`src/hw/rtl/orb_pkg.sv`:
```
//------------------------------------------------------------------------------
// orb_pkg
// Shared types and constants for the overwriting ring buffer.
//------------------------------------------------------------------------------
`default_nettype none

package orb_pkg;

    localparam int DEPTH_DEF      = 64;
    localparam int DATA_WIDTH_DEF = 32;

    localparam int CAP_W   = 7;
    localparam int VALUE_W = 32;
    localparam int OUT_W   = 32;
    localparam int OPC_W   = 2;

    localparam int QUEUE_DEPTH = 2;
    localparam int QUEUE_PTR_W = 1;
    localparam int QUEUE_CNT_W = 2;

    localparam logic [OPC_W-1:0] OPC_APPEND = 2'd0;
    localparam logic [OPC_W-1:0] OPC_REMOVE = 2'd1;
    localparam logic [OPC_W-1:0] OPC_LIST   = 2'd2;
    localparam logic [OPC_W-1:0] OPC_UNUSED = 2'd3;

    typedef enum logic [1:0] {
        OP_APPEND,
        OP_REMOVE,
        OP_LIST,
        OP_NOP
    } t_op;

    typedef struct packed {
        t_op                op;
        logic [VALUE_W-1:0] value;
    } t_cmd;

    typedef enum logic {
        ST_IDLE,
        ST_LIST
    } t_state;

endpackage

`default_nettype wire

```
`src/hw/rtl/orb_front.sv`:
```
//------------------------------------------------------------------------------
// orb_front
// Accepts command beats and classifies the operation code for the back end.
//------------------------------------------------------------------------------
`default_nettype none

module orb_front
    import orb_pkg::*;
(
    input  wire logic               start,
    input  wire logic [OPC_W-1:0]   i_operation,
    input  wire logic [VALUE_W-1:0] i_value,
    input  wire logic               i_q_full,
    output logic                    busy,
    output logic                    o_push,
    output t_cmd                    o_cmd
);

    t_op op_class;

    always_comb begin
        unique case (i_operation)
            OPC_APPEND: op_class = OP_APPEND;
            OPC_REMOVE: op_class = OP_REMOVE;
            OPC_LIST:   op_class = OP_LIST;
            OPC_UNUSED: op_class = OP_NOP;
            default:    op_class = OP_NOP;
        endcase
    end

    assign busy        = i_q_full;
    assign o_push      = start && !i_q_full;
    assign o_cmd.op    = op_class;
    assign o_cmd.value = i_value;

endmodule

`default_nettype wire

```
`src/hw/rtl/orb_cmd_queue.sv`:
```
//------------------------------------------------------------------------------
// orb_cmd_queue
// Two-entry command queue between the front and the back end.
//------------------------------------------------------------------------------
`default_nettype none

module orb_cmd_queue
    import orb_pkg::*;
(
    input  wire logic i_clk,
    input  wire logic i_rst_n,
    input  wire logic i_push,
    input  t_cmd      i_cmd,
    input  wire logic i_pop,
    output logic      o_valid,
    output logic      o_full,
    output t_cmd      o_cmd
);

    t_cmd                   r_slot [QUEUE_DEPTH];
    logic [QUEUE_PTR_W-1:0] r_wr_ptr;
    logic [QUEUE_PTR_W-1:0] r_rd_ptr;
    logic [QUEUE_CNT_W-1:0] r_count;

    assign o_valid = (r_count != '0);
    assign o_full  = (r_count == QUEUE_CNT_W'(QUEUE_DEPTH));
    assign o_cmd   = r_slot[r_rd_ptr];

    always_ff @(posedge i_clk) begin
        if (i_push) begin
            r_slot[r_wr_ptr] <= i_cmd;
        end
    end

    always_ff @(posedge i_clk) begin
        if (!i_rst_n) begin
            r_wr_ptr <= '0;
            r_rd_ptr <= '0;
            r_count  <= '0;
        end else begin
            if (i_push) begin
                r_wr_ptr <= r_wr_ptr + QUEUE_PTR_W'(1);
            end
            if (i_pop) begin
                r_rd_ptr <= r_rd_ptr + QUEUE_PTR_W'(1);
            end
            if (i_push && !i_pop) begin
                r_count <= r_count + QUEUE_CNT_W'(1);
            end else if (i_pop && !i_push) begin
                r_count <= r_count - QUEUE_CNT_W'(1);
            end
        end
    end

endmodule

`default_nettype wire

```
`src/hw/rtl/orb_back.sv`:
```
//------------------------------------------------------------------------------
// orb_back
// Executes queued commands on the ring state and entry memory, and sequences
// list read-out one entry per cycle while no configuration write is in progress.
//------------------------------------------------------------------------------
`default_nettype none

module orb_back
    import orb_pkg::*;
#(
    parameter int DEPTH      = DEPTH_DEF,
    parameter int DATA_WIDTH = DATA_WIDTH_DEF
) (
    input  wire logic             i_clk,
    input  wire logic             i_rst_n,
    input  wire logic             i_cfg_wr_en,
    input  wire logic [CAP_W-1:0] i_cfg_wr_data,
    input  wire logic             i_cmd_valid,
    input  t_cmd                  i_cmd,
    output logic                  o_cmd_pop,
    output logic                  o_result_valid,
    output logic [OUT_W-1:0]      o_data,
    output logic                  o_entry_valid,
    output logic                  o_last,
    output logic [CAP_W-1:0]      o_occupancy
);

    localparam int IW = (DEPTH > 1) ? $clog2(DEPTH) : 1;

    function automatic logic [IW-1:0] f_bump(input logic [IW-1:0] idx,
                                             input logic [CAP_W-1:0] cap);
        logic [CAP_W-1:0] nx;
        nx = CAP_W'(idx) + CAP_W'(1);
        return (nx >= cap) ? '0 : nx[IW-1:0];
    endfunction

    function automatic logic [CAP_W-1:0] f_held(input logic empty, input logic full,
                                                input logic [IW-1:0] head,
                                                input logic [IW-1:0] tail,
                                                input logic [CAP_W-1:0] cap);
        logic [CAP_W-1:0] cnt;
        if (empty) begin
            cnt = '0;
        end else if (full) begin
            cnt = cap;
        end else if (tail >= head) begin
            cnt = CAP_W'(tail) - CAP_W'(head);
        end else begin
            cnt = cap - CAP_W'(head) + CAP_W'(tail);
        end
        return cnt;
    endfunction

    t_state                r_state, n_state;
    logic [CAP_W-1:0]      r_cap, n_cap;
    logic [IW-1:0]         r_head, n_head;
    logic [IW-1:0]         r_tail, n_tail;
    logic                  r_full, n_full;
    logic                  r_empty, n_empty;
    logic [IW-1:0]         r_idx, n_idx;
    logic [CAP_W-1:0]      r_cnt, n_cnt;
    logic [CAP_W-1:0]      r_list_n, n_list_n;
    logic                  r_out_valid, n_out_valid;
    logic                  r_out_entry, n_out_entry;
    logic                  r_out_last, n_out_last;
    logic [CAP_W-1:0]      r_out_occ, n_out_occ;

    logic [DATA_WIDTH-1:0] r_mem [DEPTH];
    logic [DATA_WIDTH-1:0] r_rd_data;
    logic                  wr_en;
    logic                  rd_en;
    logic [DATA_WIDTH-1:0] wr_data;

    logic [CAP_W-1:0]      cap_sat;
    logic [IW-1:0]         app_head;
    logic [IW-1:0]         app_tail;
    logic                  app_full;
    logic [IW-1:0]         rem_head;
    logic [CAP_W-1:0]      cur_held;
    logic                  list_go;

    always_comb begin
        priority if (i_cfg_wr_data == '0) begin
            cap_sat = CAP_W'(1);
        end else if (i_cfg_wr_data > CAP_W'(DEPTH)) begin
            cap_sat = CAP_W'(DEPTH);
        end else begin
            cap_sat = i_cfg_wr_data;
        end
    end

    assign app_head = r_full ? f_bump(r_head, r_cap) : r_head;
    assign app_tail = f_bump(r_tail, r_cap);
    assign app_full = r_full || (app_tail == app_head);
    assign rem_head = f_bump(r_head, r_cap);
    assign cur_held = f_held(r_empty, r_full, r_head, r_tail, r_cap);
    assign wr_data  = DATA_WIDTH'(i_cmd.value);

    assign o_cmd_pop = !i_cfg_wr_en && (r_state == ST_IDLE) && i_cmd_valid;
    assign list_go   = o_cmd_pop && (i_cmd.op == OP_LIST) && (cur_held != '0);

    always_comb begin
        n_state = r_state;
        unique case (r_state)
            ST_IDLE: begin
                if (list_go) begin
                    n_state = ST_LIST;
                end
            end
            ST_LIST: begin
                if (r_cnt == CAP_W'(1)) begin
                    n_state = ST_IDLE;
                end
            end
            default: n_state = ST_IDLE;
        endcase
    end

    always_comb begin
        n_cap       = r_cap;
        n_head      = r_head;
        n_tail      = r_tail;
        n_full      = r_full;
        n_empty     = r_empty;
        n_idx       = r_idx;
        n_cnt       = r_cnt;
        n_list_n    = r_list_n;
        n_out_valid = 1'b0;
        n_out_entry = 1'b0;
        n_out_last  = 1'b0;
        n_out_occ   = r_out_occ;
        wr_en       = 1'b0;
        rd_en       = 1'b0;
        if (i_cfg_wr_en) begin
            n_cap   = cap_sat;
            n_head  = '0;
            n_tail  = '0;
            n_full  = 1'b0;
            n_empty = 1'b1;
        end else if (r_state == ST_LIST) begin
            rd_en       = 1'b1;
            n_out_valid = 1'b1;
            n_out_entry = 1'b1;
            n_out_last  = (r_cnt == CAP_W'(1));
            n_out_occ   = r_list_n;
            n_idx       = f_bump(r_idx, r_cap);
            n_cnt       = r_cnt - CAP_W'(1);
        end else if (o_cmd_pop) begin
            unique case (i_cmd.op)
                OP_APPEND: begin
                    wr_en       = 1'b1;
                    n_head      = app_head;
                    n_tail      = app_tail;
                    n_full      = app_full;
                    n_empty     = 1'b0;
                    n_out_valid = 1'b1;
                    n_out_last  = 1'b1;
                    n_out_occ   = f_held(1'b0, app_full, app_head, app_tail, r_cap);
                end
                OP_REMOVE: begin
                    n_out_valid = 1'b1;
                    n_out_last  = 1'b1;
                    n_out_occ   = cur_held;
                    if (!r_empty) begin
                        if (rem_head == r_tail) begin
                            n_head    = '0;
                            n_tail    = '0;
                            n_full    = 1'b0;
                            n_empty   = 1'b1;
                            n_out_occ = '0;
                        end else begin
                            n_head    = rem_head;
                            n_full    = 1'b0;
                            n_out_occ = f_held(1'b0, 1'b0, rem_head, r_tail, r_cap);
                        end
                    end
                end
                OP_LIST: begin
                    if (cur_held == '0) begin
                        n_out_valid = 1'b1;
                        n_out_last  = 1'b1;
                        n_out_occ   = '0;
                    end else begin
                        n_idx    = r_head;
                        n_cnt    = cur_held;
                        n_list_n = cur_held;
                    end
                end
                OP_NOP: begin
                    n_out_valid = 1'b1;
                    n_out_last  = 1'b1;
                    n_out_occ   = cur_held;
                end
                default: begin
                    n_out_valid = 1'b1;
                    n_out_last  = 1'b1;
                    n_out_occ   = cur_held;
                end
            endcase
        end
    end

    always_ff @(posedge i_clk) begin
        if (wr_en) begin
            r_mem[r_tail] <= wr_data;
        end
        if (rd_en) begin
            r_rd_data <= r_mem[r_idx];
        end
    end

    always_ff @(posedge i_clk) begin
        if (!i_rst_n) begin
            r_state     <= ST_IDLE;
            r_cap       <= CAP_W'(DEPTH);
            r_head      <= '0;
            r_tail      <= '0;
            r_full      <= 1'b0;
            r_empty     <= 1'b1;
            r_idx       <= '0;
            r_cnt       <= '0;
            r_list_n    <= '0;
            r_out_valid <= 1'b0;
            r_out_entry <= 1'b0;
            r_out_last  <= 1'b0;
            r_out_occ   <= '0;
        end else begin
            r_state     <= n_state;
            r_cap       <= n_cap;
            r_head      <= n_head;
            r_tail      <= n_tail;
            r_full      <= n_full;
            r_empty     <= n_empty;
            r_idx       <= n_idx;
            r_cnt       <= n_cnt;
            r_list_n    <= n_list_n;
            r_out_valid <= n_out_valid;
            r_out_entry <= n_out_entry;
            r_out_last  <= n_out_last;
            r_out_occ   <= n_out_occ;
        end
    end

    assign o_result_valid = r_out_valid;
    assign o_entry_valid  = r_out_entry;
    assign o_last         = r_out_last;
    assign o_occupancy    = r_out_occ;
    assign o_data         = r_out_entry ? OUT_W'(r_rd_data) : '0;

endmodule

`default_nettype wire

```
`src/hw/rtl/overwriting_ring_buffer.sv`:
```
//------------------------------------------------------------------------------
// overwriting_ring_buffer
// Ring buffer that overwrites its oldest entry when full, with append, remove
// and list commands.
//
// Channel   Direction  Handshake                      Payload
// command   in         start & !busy                  i_operation, i_value
// result    out        o_result_valid (one cycle)     o_data, o_entry_valid,
//                                                     o_last, o_occupancy
// config    in         i_cfg_wr_en                    i_cfg_wr_data
//
// Append, remove and unused codes are executed by the back end as it pops them,
// so such commands can be accepted every cycle while busy is low. A command is
// stored in the command queue and its result is registered in the back end. A
// list holds the back end while it reads each held entry from the entry memory;
// busy rises when the two-entry command queue is full. Synchronous reset leaves
// the buffer empty with capacity DEPTH. The receiver cannot stall results.
//------------------------------------------------------------------------------
`default_nettype none

module overwriting_ring_buffer
    import orb_pkg::*;
#(
    parameter int DEPTH      = DEPTH_DEF,
    parameter int DATA_WIDTH = DATA_WIDTH_DEF
) (
    input  wire logic               i_clk,
    input  wire logic               i_rst_n,
    input  wire logic               start,
    output logic                    busy,
    input  wire logic [OPC_W-1:0]   i_operation,
    input  wire logic [VALUE_W-1:0] i_value,
    input  wire logic               i_cfg_wr_en,
    input  wire logic [CAP_W-1:0]   i_cfg_wr_data,
    output logic                    o_result_valid,
    output logic [OUT_W-1:0]        o_data,
    output logic                    o_entry_valid,
    output logic                    o_last,
    output logic [CAP_W-1:0]        o_occupancy
);

    logic q_full;
    logic q_valid;
    logic q_push;
    logic q_pop;
    t_cmd front_cmd;
    t_cmd back_cmd;

    orb_front u_front (
        .start       (start),
        .i_operation (i_operation),
        .i_value     (i_value),
        .i_q_full    (q_full),
        .busy        (busy),
        .o_push      (q_push),
        .o_cmd       (front_cmd)
    );

    orb_cmd_queue u_queue (
        .i_clk   (i_clk),
        .i_rst_n (i_rst_n),
        .i_push  (q_push),
        .i_cmd   (front_cmd),
        .i_pop   (q_pop),
        .o_valid (q_valid),
        .o_full  (q_full),
        .o_cmd   (back_cmd)
    );

    orb_back #(
        .DEPTH      (DEPTH),
        .DATA_WIDTH (DATA_WIDTH)
    ) u_back (
        .i_clk          (i_clk),
        .i_rst_n        (i_rst_n),
        .i_cfg_wr_en    (i_cfg_wr_en),
        .i_cfg_wr_data  (i_cfg_wr_data),
        .i_cmd_valid    (q_valid),
        .i_cmd          (back_cmd),
        .o_cmd_pop      (q_pop),
        .o_result_valid (o_result_valid),
        .o_data         (o_data),
        .o_entry_valid  (o_entry_valid),
        .o_last         (o_last),
        .o_occupancy    (o_occupancy)
    );

endmodule

`default_nettype wire

```
`config.mk`:
```
export PLATFORM = sky130hd
export DESIGN_NAME = overwriting_ring_buffer
export DESIGN_NICKNAME = d
export VERILOG_FILES = /design/src/hw/rtl/orb_pkg.sv /design/src/hw/rtl/orb_front.sv /design/src/hw/rtl/orb_cmd_queue.sv /design/src/hw/rtl/orb_back.sv /design/src/hw/rtl/overwriting_ring_buffer.sv
export SDC_FILE = /design/constraint.sdc
export NUM_CORES = 2
export LEC_CHECK = 0
export ABC_AREA = 1
export BUFFER_PORTS_ARGS = -buffer_cell sky130_fd_sc_hd__buf_2
export CORE_MARGIN = 2
export CORE_UTILIZATION = 54
export DETAILED_ROUTE_END_ITERATION = 7
export PLACE_DENSITY = 0.7
export RECOVER_POWER = 100
export SYNTH_ARGS = -nofsm -noshare
export SYNTH_HDL_FRONTEND = slang
export SYNTH_SLANG_ARGS = --single-unit
```
`constraint.sdc`:
```
create_clock -name i_clk -period 10.2 [get_ports i_clk]
set_clock_uncertainty 0.1 [all_clocks]
set_input_delay 0.51 -clock i_clk [delete_from_list [all_inputs] [get_ports i_clk]]
set_output_delay 0.51 -clock i_clk [all_outputs]
set_load 0.05 [all_outputs]
```
### Word-level counts from Yosys, hierarchy flattened

Memory sizes are Yosys's and may differ from the RTL's. A register that Yosys moved wholly into a read port is not among the register bits.
Cells that the tools add are included.

| storage, ports and cells | value |
|---|---|
| bits in registers | 56 |
| memories kept | 2 |
| logic and storage cells | 151 |
| ROM bits | 0 |
| latch bits | 0 |
| bits in writable memories | 2116 |
| output and inout port bits | 43 |

| cells by class | value |
|---|---|
| add/subtract/negate cells | 17 |
| reductions and logical operators | 30 |
| multipliers | 0 |
| shift operators | 0 |
| equal/unequal tests | 14 |
| order comparisons | 7 |
| div/mod/pow operators | 0 |
| muxes and demuxes | 61 |
| bitwise gates (word level) | 4 |

Memories:

| memory | words | bits a word | read ports | clocked after memory_dff | wr ports | RTL line | text |
|---|---|---|---|---|---|---|---|
| u_back.r_mem | 64 | 32 | 1 | 1 | 1 | orb_back.sv:68 | `logic [DATA_WIDTH-1:0] r_mem [DEPTH];` |
| u_queue.r_slot | 2 | 34 | 1 | 1 | 1 | orb_cmd_queue.sv:20 | `t_cmd r_slot [QUEUE_DEPTH];` |

Operator list:

| kind | count |
|---|---|
| 7-bit 2-to-1 mux | 17 |
| 6-bit 2-to-1 mux | 12 |
| 32-bit 2-to-1 mux | 1 |
| 7-bit one-hot mux with 4 select lines | 1 |
| 6-bit one-hot mux with 2 select lines | 2 |
| 6-bit by 1-bit adder with 7-bit output (second input constant) | 3 |
| 7-bit by 6-bit adder with 7-bit output | 3 |
| 7-bit >= comparator | 3 |
| 1-bit 2-to-1 mux | 21 |
| 6-bit by 6-bit subtractor with 7-bit output | 3 |
| 7-bit by 6-bit subtractor with 7-bit output | 3 |
| 6-bit >= comparator | 3 |
| 7-bit zero test | 2 |
| 6-bit equality test | 2 |
| 2-bit equality test (second input constant) | 5 |
| 5-bit AND reduction | 2 |
| 2-bit nonzero test | 5 |
| 1-bit one-hot mux with 2 select lines | 4 |
| 2-bit one-hot mux with 4 select lines | 1 |
| 4-bit AND reduction | 2 |
| 7-bit by 1-bit equality test with 1-bit output (second input constant) | 1 |
| 7-bit > comparator (second input constant) | 1 |
| 1-bit logical AND | 7 |
| 7-bit nonzero test | 1 |
| 16 further kinds | 28 |

### Logic depth before layout (Yosys ltp)

| depth | value |
|---|---|
| word-level depth | 11 |
| mapped depth | 33 |
| mapped depth without buffers | 33 |

### Hierarchy

Synthesis repeated with hierarchy kept, for this count alone.

| unflattened totals | value |
|---|---|
| cell total of the unflattened synthesis | 6265 |
| area, all modules | 87483.9 µm² |

Modules (own cells, without submodules):

| module | area an instance (µm²) | sequential area each (µm²) | times used | cells an instance |
|---|---|---|---|---|
| orb_back | 84382.2 | 63500.9 | 1 | 6087 |
| orb_cmd_queue | 2836.5 | 2142.1 | 1 | 141 |
| orb_front | 265.3 | 0.0 | 1 | 37 |

### Worst setup path after synthesis

Ideal clock, no wire load.

| timing | value |
|---|---|
| path kind | reg2reg |
| start | reg u_back.r_head[0] |
| end | reg u_back.r_out_occ[6] (netlist: u_back.o_occupancy[6]) |
| setup time | 0.117 ns |
| cell stages (with the launch flop) | 31 |
| data arrival time | 4.008 ns |
| setup slack | 5.976 ns |
| period minus slack after synthesis | 4.224 ns |
| path through | dfxtp_1 ha_1 nand2_1 inv_1 nand2_1 xor2_1 inv_1 ha_1 a21oi_1 nor2_1 a211oi_1 nand3_1 inv_1 nand2_1 nand2_1 o21ai_0 fa_1 inv_1 fa_1 inv_1 nand3_1 nand4_1 nand3_1 nand2_1 nand2_1 nand2_1 nand4_1 nand2_1 nand3_1 nand2_1 nor2_1 |

| on the way | value |
|---|---|
| word-level cells in the longest chain between the ends | 11 |
| elaborated cells on any way between the ends | 33 |

Ends and longest elaborated chain:

| item | RTL line | text |
|---|---|---|
| from (decl) | orb_back.sv:56 | `logic [IW-1:0] r_head, n_head;` |
| from (signal assigned) | orb_back.sv:230 | `r_head <= n_head;` |
| 6-bit by 1-bit adder with 7-bit output | orb_back.sv:33 | `nx = CAP_W'(idx) + CAP_W'(1);` |
| 7-bit >= comparator | orb_back.sv:34 | `return (nx >= cap) ? '0 : nx[IW-1:0];` |
| 6-bit 2-to-1 mux | orb_back.sv:34 |  |
| 6-bit 2-to-1 mux or 7-bit by 6-bit subtractor with 7-bit output (tied branches) | orb_back.sv:92, orb_back.sv:49 |  |
| 7-bit by 6-bit subtractor with 7-bit output or 7-bit by 6-bit adder with 7-bit output (tied branches) | orb_back.sv:49 | `cnt = cap - CAP_W'(head) + CAP_W'(tail);` |
| 7-bit by 6-bit adder with 7-bit output or 7-bit 2-to-1 mux (tied branches) | orb_back.sv:49, orb_back.sv:46 |  |
| 7-bit 2-to-1 mux (on tied branches) | orb_back.sv:46, orb_back.sv:165 |  |
| 7-bit 2-to-1 mux (on tied branches) | orb_back.sv:44, orb_back.sv:164 |  |
| 7-bit one-hot mux with 4 select lines | orb_back.sv:149 | `unique case (i_cmd.op)` |
| 7-bit 2-to-1 mux | orb_back.sv:148 | `end else if (o_cmd_pop) begin` |
| 7-bit 2-to-1 mux | orb_back.sv:140 | `end else if (r_state == ST_LIST) begin` |
| to (signal assigned) | orb_back.sv:240 | `r_out_occ <= n_out_occ;` |
| to (decl) | orb_back.sv:66 | `logic [CAP_W-1:0] r_out_occ, n_out_occ;` |

Parallel ways exist; a longest one is shown, timed or not. The select of a mux whose other input is x is not followed.
A chain may end at the register's enable or synchronous reset.

==> results.yml <==
power_and_ir_drop:
  power_leakage_nw: 32.0
  power.density_nw_per_um2: 203
  peakVddDrop_v: 0.000183
  power_mw: 19.7
synthesis:
  yosys.cell_count.top_type: "edfxtp_1"
  syn_inst: 6267
  yosys-top-cells-area: "edfxtp_1 74%, a21oi_1 6.3%, o221ai_1 5.1%"
  synth_top_area_share: 0.740
  synth_edf_count: 2148
  syn_avg_cell_area_um2: 13.9
  synth_cell_type_count: 44
  syn-cell-area_um2: 87200
  synth_commonest_cells: "2,148 x edfxtp_1, 1,094 x a21oi_1, 833 x nand2_1, 512 x o221ai_1, 378 x clkbuf_1"
  synthArstFlopShare: 0
  synth_warnings: 0
  synth_fp_nets: 6399
  synth_area_leader_cell: "edfxtp_1"
  synth-seq-cells: 2205
  synth_flop_cell: "edfxtp_1"
  ys_seq_area_frac: 0.753
floorplanning:
  die_y_um: 406
  initial_utilization: 0.544
  die_w_um: 406
  io_pins: 88
  num_rows: 147
  dieArea_um2: 165000
  core_area_um2: 160000
clock_network:
  clock-root-buffer: "clkbuf_16"
  cts_setup_buffers: 0
  cts_buffers: 209
  cts_tree: "yes"
  clock_latency_ns: 0.83
  htree_levels: 4
  numClockSinks: 2205
  clock_path_buffers: 3
  path_clk_slew_ns: 0.06
worst_setup_path:
  arrival_ns: 8.04
  cp-start-kind: "register"
  crit_chain: "nand2_1 -> o21ai_0 -> inv_1 -> nor2_1 -> clkinv_1 -> nor2_1 -> nand2_1 -> clkbuf_1 -> nor2_1 -> clkbuf_1"
  reg2reg_slack_ns: 2.47
  critPathKind: "reg2reg"
  end_kind: "register"
  crit_required_ns: 10.51
  cp_slowest_cell: "clkbuf_1"
  cp_max_fo: 36
  crit_top_cell: "nor2_1"
  slowest_delay_ns: 1.44
status:
  status: "complete, but fails checks"
  violations: "capacitance limit, slew limit"
placed_design:
  placed_cell_area_um2: 90500
  gp_congestion: 0.912
  place_ws_ns: 4.98
  hpwl_mm: 127
  place_inst: 8245
  portBuffers: 87
timing:
  tightest_slew_ns: 4.73
  hold_viol_final: 0
  timing.slew.headroom: -2.16
  max_freq_mhz: 129
  setup-tns-final_ns: 0
  finalMaxSlewViolations: 4011
  setup-violations-final: 0
  fin_ws_ns: 2.47
  whs_ns: 0.0752
  period_share: 0.758
  min_period_ns: 7.73
  rsz0062_at_grt: "no"
global_route:
  grt_pass1_vias: 54900
  grt_max_degree: 183
  grt_pass1_wl_mm: 357
  grt_use_total: 0.296
  grt_overflow_total: 0
  antenna_found_initial: 5
route:
  routed_wl_mm: 246
  wire_per_inst_um: 28.4
  via_per_inst: 6.44
  drt_pass1_iterations: 8
  drtIter0Drc: 6991
  vias: 56000
  route.detailed.drc: 0
  detail-route-antenna-nets: 0
min_path:
  hold_class: "in2reg"
finish:
  final_area_um2: 97100
  final_core_utilization: 0.605
  layout-drive-gt1-share: 0.0727
  layoutNonFillerInstCount: 8686
  area_delta_synth_final_pct: 11.3
  nets: 6475
run:
  drv_cap: 97
==> per-layer routing <==
metal / global-route usage / routed length, um
met5: 0 / 11
met4: 0.141 / 12700
met3: 0.0701 / 26800
met2: 0.469 / 115000
met1: 0.388 / 91800
==> layout make-up <==
cell class / instances / area, um2
clock buffer: 268 / 5650
antenna: 5 / 12.5
fill: 12100 / 63300
inverter: 213 / 820
clock inverter: 121 / 1080
multi-input combinational: 3426 / 19400
timing repair buffer: 288 / 1710
sequential: 2205 / 65700
tap: 2160 / 2700
==> repair_timing <==
item | 4_1_cts | 5_1_grt
resized for setup | 0 | 0
hold buffers | 47 | 0
hold endpoints to repair | 75 | 0
==> final timing paths <==
path              depth (start not counted)             start                   to
setup / recovery                         10          register  u_back.r_mem[47][6]
setup reg to reg                         10          register  u_back.r_mem[47][6]
hold reg to reg                           1  u_queue.r_rd_ptr     u_queue.r_rd_ptr
hold / removal                            4       i_cfg_wr_en       u_back.r_state
==> critical path, delay by kind of cell, from the launching register on <==
kind            cells  cell delay (ns)
compound gates      1             0.37
simple gates        5             2.93
buf+inv             4             2.44
flops               1             1.42
==> kinds of logic after synthesis <==
group | after synthesis | synth area share
compound gates | 1936 | 0.134
xor+xnor | 24 | 0.00241
fa+ha+maj | 87 | 0.0143
buf+inv | 636 | 0.0279
flops | 2205 | 0.753
mux | 32 | 0.00413
simple gates | 1347 | 0.0644
==> state kept, by name, indices dropped and copies added, names as in the netlist, named ones only <==
name and flops:
u_back.o_occupancy 7, u_back.r_list_n 7, u_back.r_rd_data 32, u_back.o_entry_valid 1, u_queue.r_rd_ptr 1, u_queue.r_slot 68
u_back.o_result_valid 1, u_back.r_cap 7, u_back.r_head 6, u_back.r_state 1, u_back.r_mem 2048, u_back.r_empty 1
u_queue.r_wr_ptr 1, u_queue.r_count 2, u_back.r_idx 6, u_back.r_tail 6, u_back.r_cnt 7, u_back.r_full 1
u_back.o_last 1
==> cell usage in the layout (no fill, tap or decap), drive strengths merged, types with 2 or more instances in the layout <==
cell type	instances
edfxtp	2148
a21oi	1095
nand2	840
o221ai	512
clkbuf	427
o21ai	301
nand3	270
inv	212
nor2	178
clkinv	101
buf	82
ha	66
dfxtp	57
dlygate4sd3	47
nand4	42
mux2	32
fa	21
bufinv	16
xor2	14
xnor2	10
nor3	9
a31oi	7
o22ai	6
diode	5
o21a	5
clkinvlp	5
nand3b	4
o211ai	3
nor4	2
a22oi	2
or2	2
==> power by group <==
part / switching (mW) / total, mW / internal, mW
logic: 1.15 / 1.32 / 0.174
registers: 0.0371 / 10.8 / 10.8
clock network: 3.31 / 7.62 / 4.31
total: 4.50 / 19.7 / 15.3
Power figures use the tool's default switching activity.
